[src/design/bmf_pkg.sv]
`default_nettype none

package bmf_pkg;

   localparam int MAX_WIDTH   = 1024;
   localparam int MAX_HEIGHT  = 4096;
   localparam int COL_W       = $clog2(MAX_WIDTH);
   localparam int WID_W       = 11;
   localparam int HGT_W       = 13;
   localparam int ROW_W       = HGT_W;
   localparam int ADDR_W      = COL_W + 1;
   localparam int LINE_DEPTH  = 2 * MAX_WIDTH;
   localparam int CSR_IDX_W   = 1;
   localparam int CSR_DATA_W  = 13;
   localparam int QUEUE_DEPTH = 4;
   localparam int QPTR_W      = $clog2(QUEUE_DEPTH);
   localparam int QCNT_W      = $clog2(QUEUE_DEPTH + 1);

   localparam logic [CSR_IDX_W-1:0] REG_IMAGE_WIDTH  = 1'b0;
   localparam logic [CSR_IDX_W-1:0] REG_IMAGE_HEIGHT = 1'b1;

   localparam logic OP_PUSH  = 1'b0;
   localparam logic OP_DRAIN = 1'b1;

   typedef struct packed {
      logic              valid;
      logic              drain;
      logic              pix;
      logic              first_col;
      logic              last_col;
      logic              one_col;
      logic              up_ok;
      logic              emit;
      logic [ADDR_W-1:0] addr_a;
      logic [ADDR_W-1:0] addr_b;
   } front_cmd_type;

   typedef struct packed {
      logic up;
      logic up_ok;
      logic dn;
      logic dn_ok;
      logic lf;
      logic lf_ok;
      logic rt;
      logic rt_ok;
      logic cen;
      logic last;
   } taps_type;

endpackage

`default_nettype wire

[src/design/bmf_front.sv]
`default_nettype none

module bmf_front
   import bmf_pkg::*;
(
   input  wire                   clock,
   input  wire                   reset,
   input  wire                   req_valid,
   output logic                  req_ready,
   input  wire                   req_opcode,
   input  wire                   req_in_pixel,
   input  wire                   credit_ok,
   input  wire                   csr_write_enable,
   input  wire  [CSR_IDX_W-1:0]  csr_index,
   input  wire  [CSR_DATA_W-1:0] csr_data,
   output front_cmd_type         cmd
);

   logic [WID_W-1:0] width_ff, width_in;
   logic [HGT_W-1:0] height_ff, height_in;
   logic [ROW_W-1:0] row_ff, row_in;
   logic [COL_W-1:0] col_ff, col_in;
   logic [COL_W-1:0] col_next;
   logic             is_drain;
   logic             frame_in;
   logic             last_col;

   function automatic logic [WID_W-1:0] clamp_width(input logic [WID_W-1:0] v);
      logic [WID_W-1:0] r;
      r = v;
      if (v == '0) r = WID_W'(1);
      else if (v > WID_W'(MAX_WIDTH)) r = WID_W'(MAX_WIDTH);
      return r;
   endfunction

   function automatic logic [HGT_W-1:0] clamp_height(input logic [HGT_W-1:0] v);
      logic [HGT_W-1:0] r;
      r = v;
      if (v == '0) r = HGT_W'(1);
      else if (v > HGT_W'(MAX_HEIGHT)) r = HGT_W'(MAX_HEIGHT);
      return r;
   endfunction

   assign req_ready = credit_ok;

   always_comb begin
      is_drain = (req_opcode == OP_DRAIN);
      frame_in = (row_ff == height_ff);
      last_col = (WID_W'(col_ff) == width_ff - WID_W'(1));
      col_next = col_ff + COL_W'(1);

      cmd.valid     = req_valid && credit_ok && (is_drain == frame_in);
      cmd.drain     = is_drain;
      cmd.pix       = req_in_pixel;
      cmd.first_col = (col_ff == '0);
      cmd.last_col  = last_col;
      cmd.one_col   = (width_ff == WID_W'(1));
      cmd.up_ok     = (row_ff >= ROW_W'(2));
      cmd.emit      = is_drain || (row_ff != '0);
      cmd.addr_a    = {row_ff[0], col_ff};
      cmd.addr_b    = last_col ? {row_ff[0], COL_W'(0)} : {~row_ff[0], col_next};
   end

   always_comb begin
      width_in  = width_ff;
      height_in = height_ff;
      row_in    = row_ff;
      col_in    = col_ff;
      if (csr_write_enable) begin
         row_in = '0;
         col_in = '0;
         unique case (csr_index)
            REG_IMAGE_WIDTH:  width_in  = clamp_width(csr_data[WID_W-1:0]);
            REG_IMAGE_HEIGHT: height_in = clamp_height(csr_data[HGT_W-1:0]);
         endcase
      end else if (cmd.valid) begin
         if (last_col) begin
            col_in = '0;
            row_in = is_drain ? '0 : row_ff + ROW_W'(1);
         end else begin
            col_in = col_next;
         end
      end
   end

   always_ff @(posedge clock) begin
      if (reset) begin
         width_ff  <= WID_W'(MAX_WIDTH);
         height_ff <= HGT_W'(1);
         row_ff    <= '0;
         col_ff    <= '0;
      end else begin
         width_ff  <= width_in;
         height_ff <= height_in;
         row_ff    <= row_in;
         col_ff    <= col_in;
      end
   end

endmodule

`default_nettype wire

[src/design/bmf_window.sv]
`default_nettype none

module bmf_window
   import bmf_pkg::*;
(
   input  wire           clock,
   input  wire           reset,
   input  front_cmd_type cmd,
   output taps_type      taps,
   output logic          taps_valid
);

   logic          line_mem [LINE_DEPTH];
   logic          up_rd_ff;
   logic          rt_rd_ff;
   front_cmd_type s1_ff;
   logic          cen_ff, cen_in;
   logic          lft_ff, lft_in;

   // read-before-write on the shared address: up tap sees the older row
   always_ff @(posedge clock) begin
      if (cmd.valid && !cmd.drain) begin
         line_mem[cmd.addr_a] <= cmd.pix;
      end
      up_rd_ff <= line_mem[cmd.addr_a];
      rt_rd_ff <= line_mem[cmd.addr_b];
   end

   always_comb begin
      cen_in = cen_ff;
      lft_in = lft_ff;
      if (s1_ff.valid) begin
         if (s1_ff.last_col) begin
            // prefetch column 0 of the row just finished
            cen_in = s1_ff.one_col ? s1_ff.pix : rt_rd_ff;
         end else begin
            cen_in = rt_rd_ff;
            lft_in = cen_ff;
         end
      end
   end

   always_ff @(posedge clock) begin
      if (reset) begin
         s1_ff <= '0;
      end else begin
         s1_ff <= cmd;
      end
      cen_ff <= cen_in;
      lft_ff <= lft_in;
   end

   always_comb begin
      taps.up    = up_rd_ff;
      taps.up_ok = s1_ff.up_ok;
      taps.dn    = s1_ff.pix;
      taps.dn_ok = !s1_ff.drain;
      taps.lf    = lft_ff;
      taps.lf_ok = !s1_ff.first_col;
      taps.rt    = rt_rd_ff;
      taps.rt_ok = !s1_ff.last_col;
      taps.cen   = cen_ff;
      taps.last  = s1_ff.drain && s1_ff.last_col;
      taps_valid = s1_ff.valid && s1_ff.emit;
   end

endmodule

`default_nettype wire

[src/design/bmf_queue.sv]
`default_nettype none

module bmf_queue
   import bmf_pkg::*;
(
   input  wire               clock,
   input  wire               reset,
   input  wire               push,
   input  taps_type          push_data,
   input  wire               pop,
   output taps_type          head,
   output logic              not_empty,
   output logic [QCNT_W-1:0] count
);

   taps_type          entry_ff [QUEUE_DEPTH];
   logic [QPTR_W-1:0] wr_ptr_ff, wr_ptr_in;
   logic [QPTR_W-1:0] rd_ptr_ff, rd_ptr_in;
   logic [QCNT_W-1:0] count_ff, count_in;

   always_ff @(posedge clock) begin
      if (push) begin
         entry_ff[wr_ptr_ff] <= push_data;
      end
   end

   always_comb begin
      wr_ptr_in = push ? wr_ptr_ff + QPTR_W'(1) : wr_ptr_ff;
      rd_ptr_in = pop ? rd_ptr_ff + QPTR_W'(1) : rd_ptr_ff;
      case ({push, pop})
         2'b10:   count_in = count_ff + QCNT_W'(1);
         2'b01:   count_in = count_ff - QCNT_W'(1);
         default: count_in = count_ff;
      endcase
   end

   always_ff @(posedge clock) begin
      if (reset) begin
         wr_ptr_ff <= '0;
         rd_ptr_ff <= '0;
         count_ff  <= '0;
      end else begin
         wr_ptr_ff <= wr_ptr_in;
         rd_ptr_ff <= rd_ptr_in;
         count_ff  <= count_in;
      end
   end

   assign head      = entry_ff[rd_ptr_ff];
   assign not_empty = (count_ff != '0);
   assign count     = count_ff;

endmodule

`default_nettype wire

[src/design/bmf_back.sv]
`default_nettype none

module bmf_back
   import bmf_pkg::*;
(
   input  wire      clock,
   input  wire      reset,
   input  wire      q_valid,
   input  taps_type head,
   output logic     q_pop,
   output logic     rsp_valid,
   input  wire      rsp_ready,
   output logic     rsp_out_pixel,
   output logic     rsp_frame_last
);

   logic rsp_valid_ff, rsp_valid_in;
   logic pixel_ff, pixel_in;
   logic last_ff, last_in;

   function automatic logic majority(input taps_type t);
      logic [2:0] black;
      logic [2:0] seen;
      logic [2:0] white;
      logic       r;
      black = 3'(t.up_ok & t.up) + 3'(t.dn_ok & t.dn)
            + 3'(t.lf_ok & t.lf) + 3'(t.rt_ok & t.rt);
      seen  = 3'(t.up_ok) + 3'(t.dn_ok) + 3'(t.lf_ok) + 3'(t.rt_ok);
      white = seen - black;
      if (black > white) r = 1'b1;
      else if (white > black) r = 1'b0;
      else r = t.cen;
      return r;
   endfunction

   always_comb begin
      q_pop        = q_valid && (!rsp_valid_ff || rsp_ready);
      rsp_valid_in = rsp_valid_ff;
      pixel_in     = pixel_ff;
      last_in      = last_ff;
      if (q_pop) begin
         rsp_valid_in = 1'b1;
         pixel_in     = majority(head);
         last_in      = head.last;
      end else if (rsp_ready) begin
         rsp_valid_in = 1'b0;
      end
   end

   always_ff @(posedge clock) begin
      if (reset) begin
         rsp_valid_ff <= 1'b0;
      end else begin
         rsp_valid_ff <= rsp_valid_in;
      end
      pixel_ff <= pixel_in;
      last_ff  <= last_in;
   end

   assign rsp_valid      = rsp_valid_ff;
   assign rsp_out_pixel  = pixel_ff;
   assign rsp_frame_last = last_ff;

endmodule

`default_nettype wire

[src/design/binary_majority_filter_unit.sv]
// channel   dir  handshake            payload
// req       in   req_valid/req_ready  req_opcode, req_in_pixel
// rsp       out  rsp_valid/rsp_ready  rsp_out_pixel, rsp_frame_last
// csr       in   csr_write_enable     csr_index, csr_data
//
// One transaction per clock sustained while req_ready is high; a result passes the
// window stage, queue and output register, one image row behind the pixel stream.
// The line store is read at two addresses and written at one per cycle, all at accept.
// Reset loads width 1024, height 1 and restarts the frame; the line store is not cleared.
// A four-entry queue feeds the output stage; req_ready drops only when the queue
// and the item in flight would fill it while rsp is stalled.
`default_nettype none

module binary_majority_filter_unit
   import bmf_pkg::*;
(
   input  wire                   clock,
   input  wire                   reset,
   input  wire                   req_valid,
   output logic                  req_ready,
   input  wire                   req_opcode,
   input  wire                   req_in_pixel,
   output logic                  rsp_valid,
   input  wire                   rsp_ready,
   output logic                  rsp_out_pixel,
   output logic                  rsp_frame_last,
   input  wire                   csr_write_enable,
   input  wire  [CSR_IDX_W-1:0]  csr_index,
   input  wire  [CSR_DATA_W-1:0] csr_data
);

   front_cmd_type     cmd;
   taps_type          taps;
   taps_type          head;
   logic              taps_valid;
   logic              q_not_empty;
   logic              q_pop;
   logic [QCNT_W-1:0] q_count;
   logic [QCNT_W:0]   occupancy;
   logic              credit_ok;

   assign occupancy = {1'b0, q_count} + (QCNT_W+1)'(taps_valid);
   assign credit_ok = (occupancy < (QCNT_W+1)'(QUEUE_DEPTH));

   bmf_front u_front (
      .clock            (clock),
      .reset            (reset),
      .req_valid        (req_valid),
      .req_ready        (req_ready),
      .req_opcode       (req_opcode),
      .req_in_pixel     (req_in_pixel),
      .credit_ok        (credit_ok),
      .csr_write_enable (csr_write_enable),
      .csr_index        (csr_index),
      .csr_data         (csr_data),
      .cmd              (cmd)
   );

   bmf_window u_window (
      .clock      (clock),
      .reset      (reset),
      .cmd        (cmd),
      .taps       (taps),
      .taps_valid (taps_valid)
   );

   bmf_queue u_queue (
      .clock     (clock),
      .reset     (reset),
      .push      (taps_valid),
      .push_data (taps),
      .pop       (q_pop),
      .head      (head),
      .not_empty (q_not_empty),
      .count     (q_count)
   );

   bmf_back u_back (
      .clock          (clock),
      .reset          (reset),
      .q_valid        (q_not_empty),
      .head           (head),
      .q_pop          (q_pop),
      .rsp_valid      (rsp_valid),
      .rsp_ready      (rsp_ready),
      .rsp_out_pixel  (rsp_out_pixel),
      .rsp_frame_last (rsp_frame_last)
   );

endmodule

`default_nettype wire

[config.mk]
export PLATFORM = sky130hd
export DESIGN_NAME = binary_majority_filter_unit
export DESIGN_NICKNAME = d
export VERILOG_FILES = /design/src/design/bmf_pkg.sv /design/src/design/bmf_front.sv /design/src/design/bmf_window.sv /design/src/design/bmf_queue.sv /design/src/design/bmf_back.sv /design/src/design/binary_majority_filter_unit.sv
export SDC_FILE = /design/constraint.sdc
export NUM_CORES = 2
export LEC_CHECK = 0
export ABC_AREA = 0
export BUFFER_PORTS_ARGS = -buffer_cell sky130_fd_sc_hd__buf_2
export CORE_ASPECT_RATIO = 1.4
export CORE_MARGIN = 5
export CORE_UTILIZATION = 45
export CTS_CLUSTER_DIAMETER = 200
export DETAILED_ROUTE_END_ITERATION = 10
export HOLD_SLACK_MARGIN = 0.15
export PLACE_DENSITY_LB_ADDON = 0.12
export REMOVE_ABC_BUFFERS = 1
export SYNTH_ARGS = -nofsm -noshare
export SYNTH_HDL_FRONTEND = slang
export SYNTH_HIERARCHICAL = 1
export SYNTH_SLANG_ARGS = --single-unit
[constraint.sdc]
create_clock -name clock -period 11.9 [get_ports clock]
set_input_delay 0.595 -clock clock [delete_from_list [all_inputs] [get_ports clock]]
set_output_delay 0.595 -clock clock [all_outputs]
set_load 0.02 [all_outputs]
==> impl_metrics.yaml <==
cts:
  hold_buffers: 17
  worstSkewPairLatency_ns: 0.91
  cts_num_sinks: 2159
  root_buffer: "clkbuf_16"
  cts_tree: "built"
  cts.clk_slew.worst_paths_ns: 0.06
  cts_setup_buffers: 0
  cts-htree-levels: 4
  cts_buffer_depth: 4
  cts_buffers: 219
  cts-resized-gates: 0
routing:
  remaining_drc_errors: 0
  detail_route.first_pass.iterations: 6
  wl_per_cell_um: 38.28
  vias: 74900
  routed_wirelength_mm: 416.4
  ant_nets: 0
  routed_via_density: 6.887
  first_iter_violations: 10820
critical_path:
  path_class: "reg -> reg"
  cp_slowest_cell: "o22ai_1"
  start_kind: "flip-flop"
  cp.buffers_inverters: 6
  cp.required_ns: 12.67
  r2r_setup_slack_ns: 3.52
  r2r-start: "u_front/width_ff[0]$_SDFFE_PP0P_"
  cp.arrival_ns: 9.15
  critPathTopFamily: "compound AO/OA/AOI/OAI gates"
  reg2reg_depth: 20
  endpoint_kind: "flip-flop"
  cp_max_fo: 35
  critPathMaxStageDelay_ns: 0.88
  r2r_end: "u_window/rt_rd_ff$_DFF_P_"
  path_cells: "inv_1, ha_1, nand2_1, o31ai_1, nand4_1, nor4_4, nand3_2, inv_2, nor2_4, buf_4, inv_8, buf_4, buf_4, o221ai_1, o22ai_1, a21oi_1, a21oi_1, a2111oi_1, nand3_1, nand4_1"
  cpMostUsedCell: "buf_4"
timing:
  setup_tns_ns: 0
  rsz0062_at_grt: "false"
  final_max_slew_viol_count: 0
  finalCritPeriodShare_pct: 70.39
  hold_viol: 0
  timing.final.ws_setup_ns: 3.523
  skew_ns: 0.06455
  setup_viol: 0
  fin_crit_ns: 8.377
  tightest_slew_ns: 1.484
  slew_headroom_pct: 0.4898
  fmax_mhz: 119.4
pwr:
  power_density_nw_per_um2: 137.5
  p_int_mw: 12.64
  swShare_pct: 22.74
  p_clk_share_pct: 41.3
  power_mw: 16.36
  p_switching_mw: 3.721
  comb_power_share_pct: 7.4
  p_leak_nw: 36.06
  power_frac_seq_pct: 51.2
  peakVddDrop_mv: 0.1199
grt:
  antenna_found_initial: 22
  grtUsageTotal_pct: 31.80
  grt_max_degree: 254
  grt_pass1_vias: 73910
  grt-ovfl-total: 0
  grt_pass1_wl_mm: 576.1
placement:
  dp_cells: 10460
  io_buffers: 24
  dp_slack_ns: 3.778
  place.gp.congestion: 0.8969
  placed_area_um2: 112100
  dp.final_hpwl_mm: 226.9
min_path:
  hold_class: "in -> reg"
  hold_depth: 4
  min_to: "u_front/width_ff[0]$_SDFFE_PP0P_"
  hold_start: "csr_data[0]"
cells_and_area:
  nNetsFinal: 7503
  drive_gt1_share_pct: 18.89
  fillers: 21310
  design_area_um2: 119000
  syn2layout_area_growth_pct: 8.228
  mostFrequentLayoutCells: "nor2_1 (2153), edfxtp_1 (2092), mux4_2 (842)"
  ff_latch_area_um2: 64170
  finalNonFillerCells: 10880
  layout_commonest_cell: "nor2_1"
  multi_input_area_um2: 41970
floorplanning:
  core_um2: 243100
  die_h_um: 594.9
  io_pins: 25
  die_w_um: 427.8
  initial_utilization_pct: 45.23
  num_rows: 214
  dieArea_um2: 254500
synth:
  yosys_warnings: 6
  synth_seq_cells: 2159
  synthArstFlopShare_pct: 0
  synth_cell_types: 94
  synth_area_um2: 110000
  ys_seq_area_share_pct: 58.34
  ys.flop_type: "edfxtp_1"
  syn_area_per_cell_um2: 14.01
  synth_edf_count: 2092
  syn_inst: 7848
outcome:
  failed_checks: "capacitance limit"
  status: "complete, but fails checks"
run:
  drv_cap: 2
-- cell type report --
cell class | instances | area share [%]
Sequential cell | 2159 | 53.91
Tap cell | 3240 | 3.406
Timing Repair Buffer | 220 | 1.664
Clock buffer | 283 | 4.904
Multi-Input combinational cell | 4824 | 35.26
Antenna cell | 11 | 0.02313
Inverter | 35 | 0.1188
Clock inverter | 104 | 0.7096
-- metrics by stage --
stage	util, %	hold slack, ns
2_1_floorplan	-	0.4383
3_3_place_gp	46.11	0.4701
3_5_place_dp	46.11	0.4714
4_1_cts	48.93	0.2025
5_1_grt	48.95	0.2762
6_report	48.96	0.2638
-- cells in the mapped netlist, drive strengths merged (4+ instances only) --
master | instances | area [um^2]
nor2 | 2167 | 8137
edfxtp | 2092 | 62820
mux4 | 902 | 20540
clkbuf | 577 | 2192
a22oi | 330 | 2477
mux2i | 319 | 3193
buf | 252 | 1971
nand2 | 186 | 700.7
o221ai | 142 | 1269
a21oi | 109 | 545.5
nand4 | 105 | 656.9
o22ai | 74 | 469.2
dfxtp | 67 | 1341
o21ai | 57 | 285.3
nor3 | 55 | 275.3
nand3 | 51 | 260.3
inv | 34 | 127.6
nor4 | 31 | 224.0
nor2b | 27 | 176.4
xnor2 | 25 | 219.0
and2 | 19 | 118.9
ha | 19 | 237.7
nor3b | 16 | 120.1
xor2 | 16 | 140.1
a2111oi | 15 | 140.1
a31oi | 11 | 68.82
mux2 | 11 | 123.9
a211oi | 10 | 80.07
o31ai | 10 | 75.07
or4 | 10 | 75.07
and3 | 9 | 56.30
nand2b | 9 | 56.30
nand3b | 8 | 60.06
or2 | 8 | 50.05
or3 | 7 | 43.79
o211ai | 6 | 45.04
o311ai | 6 | 60.06
a211o | 4 | 35.03
and3b | 4 | 35.03
fa | 4 | 80.08
nand4b | 4 | 35.03
o32ai | 4 | 35.03
-- worst max-delay path by stage --
stage,startpoint,slack (ns),cells after the start,endpoint
floorplan,u_front/col_ff[0]$_SDFFE_PP0P_,-269.56,8,u_window/rt_rd_ff$_DFF_P_
global placement,u_front/width_ff[0]$_SDFFE_PP0P_,3.76,20,u_window/rt_rd_ff$_DFF_P_
detailed placement,u_front/width_ff[0]$_SDFFE_PP0P_,3.78,20,u_window/rt_rd_ff$_DFF_P_
CTS,u_front/width_ff[0]$_SDFFE_PP0P_,3.74,20,u_window/rt_rd_ff$_DFF_P_
global route,u_front/width_ff[0]$_SDFFE_PP0P_,3.43,20,u_window/rt_rd_ff$_DFF_P_
finish,u_front/width_ff[0]$_SDFFE_PP0P_,3.52,20,u_window/rt_rd_ff$_DFF_P_
-- flip-flops by register name, indices dropped and copies added (netlist names), 3 cells and up, named ones only --
register and count:
u_window/line_mem 2048, u_queue/count 3, u_queue/entry_ff 40, u_front/col_ff 10, u_front/row_ff 13, u_window/s1_ff 6, u_front/height_ff 13, u_front/width_ff 11
-- logic make-up after synthesis --
kind of cell    Yosys count  share of synthesized area [%]
compound gates          804                          5.289
mux                    1232                          21.69
simple gates           2723                          10.14
buf+inv                 865                          3.913
fa+ha+maj                24                         0.2981
xor+xnor                 41                         0.3265
flops                  2159                          58.34
-- power groups by stage --
stage | clock network, mW | logic (mW) | registers (mW)
final | 6.76 | 1.22 | 8.38
after global placement | 0 | 1.20 | 8.55
after floorplan | 0 | 2.51 | 8.60
after detailed placement | 0 | 1.22 | 8.55
after CTS | 6.85 | 1.23 | 8.38
after global routing | 7.13 | 1.31 | 8.38
-- metal layers --
layer / vias to the layer above / track usage (%) / wire [um]
met5: - / 0 / 119
met4: 18 / 19.68 / 32100
met3: 1176 / 6.612 / 42570
met2: 4670 / 50.73 / 194300
met1: 39500 / 40.02 / 147300
li1: 29540 / - / -
-- tightest hold or removal path: stages --
cell      delay, ns
buf_2          0.11
inv_1          0.09
a21o_1         0.19
a221oi_1       0.09
No activity file was read; power rests on OpenSTA's default activity.
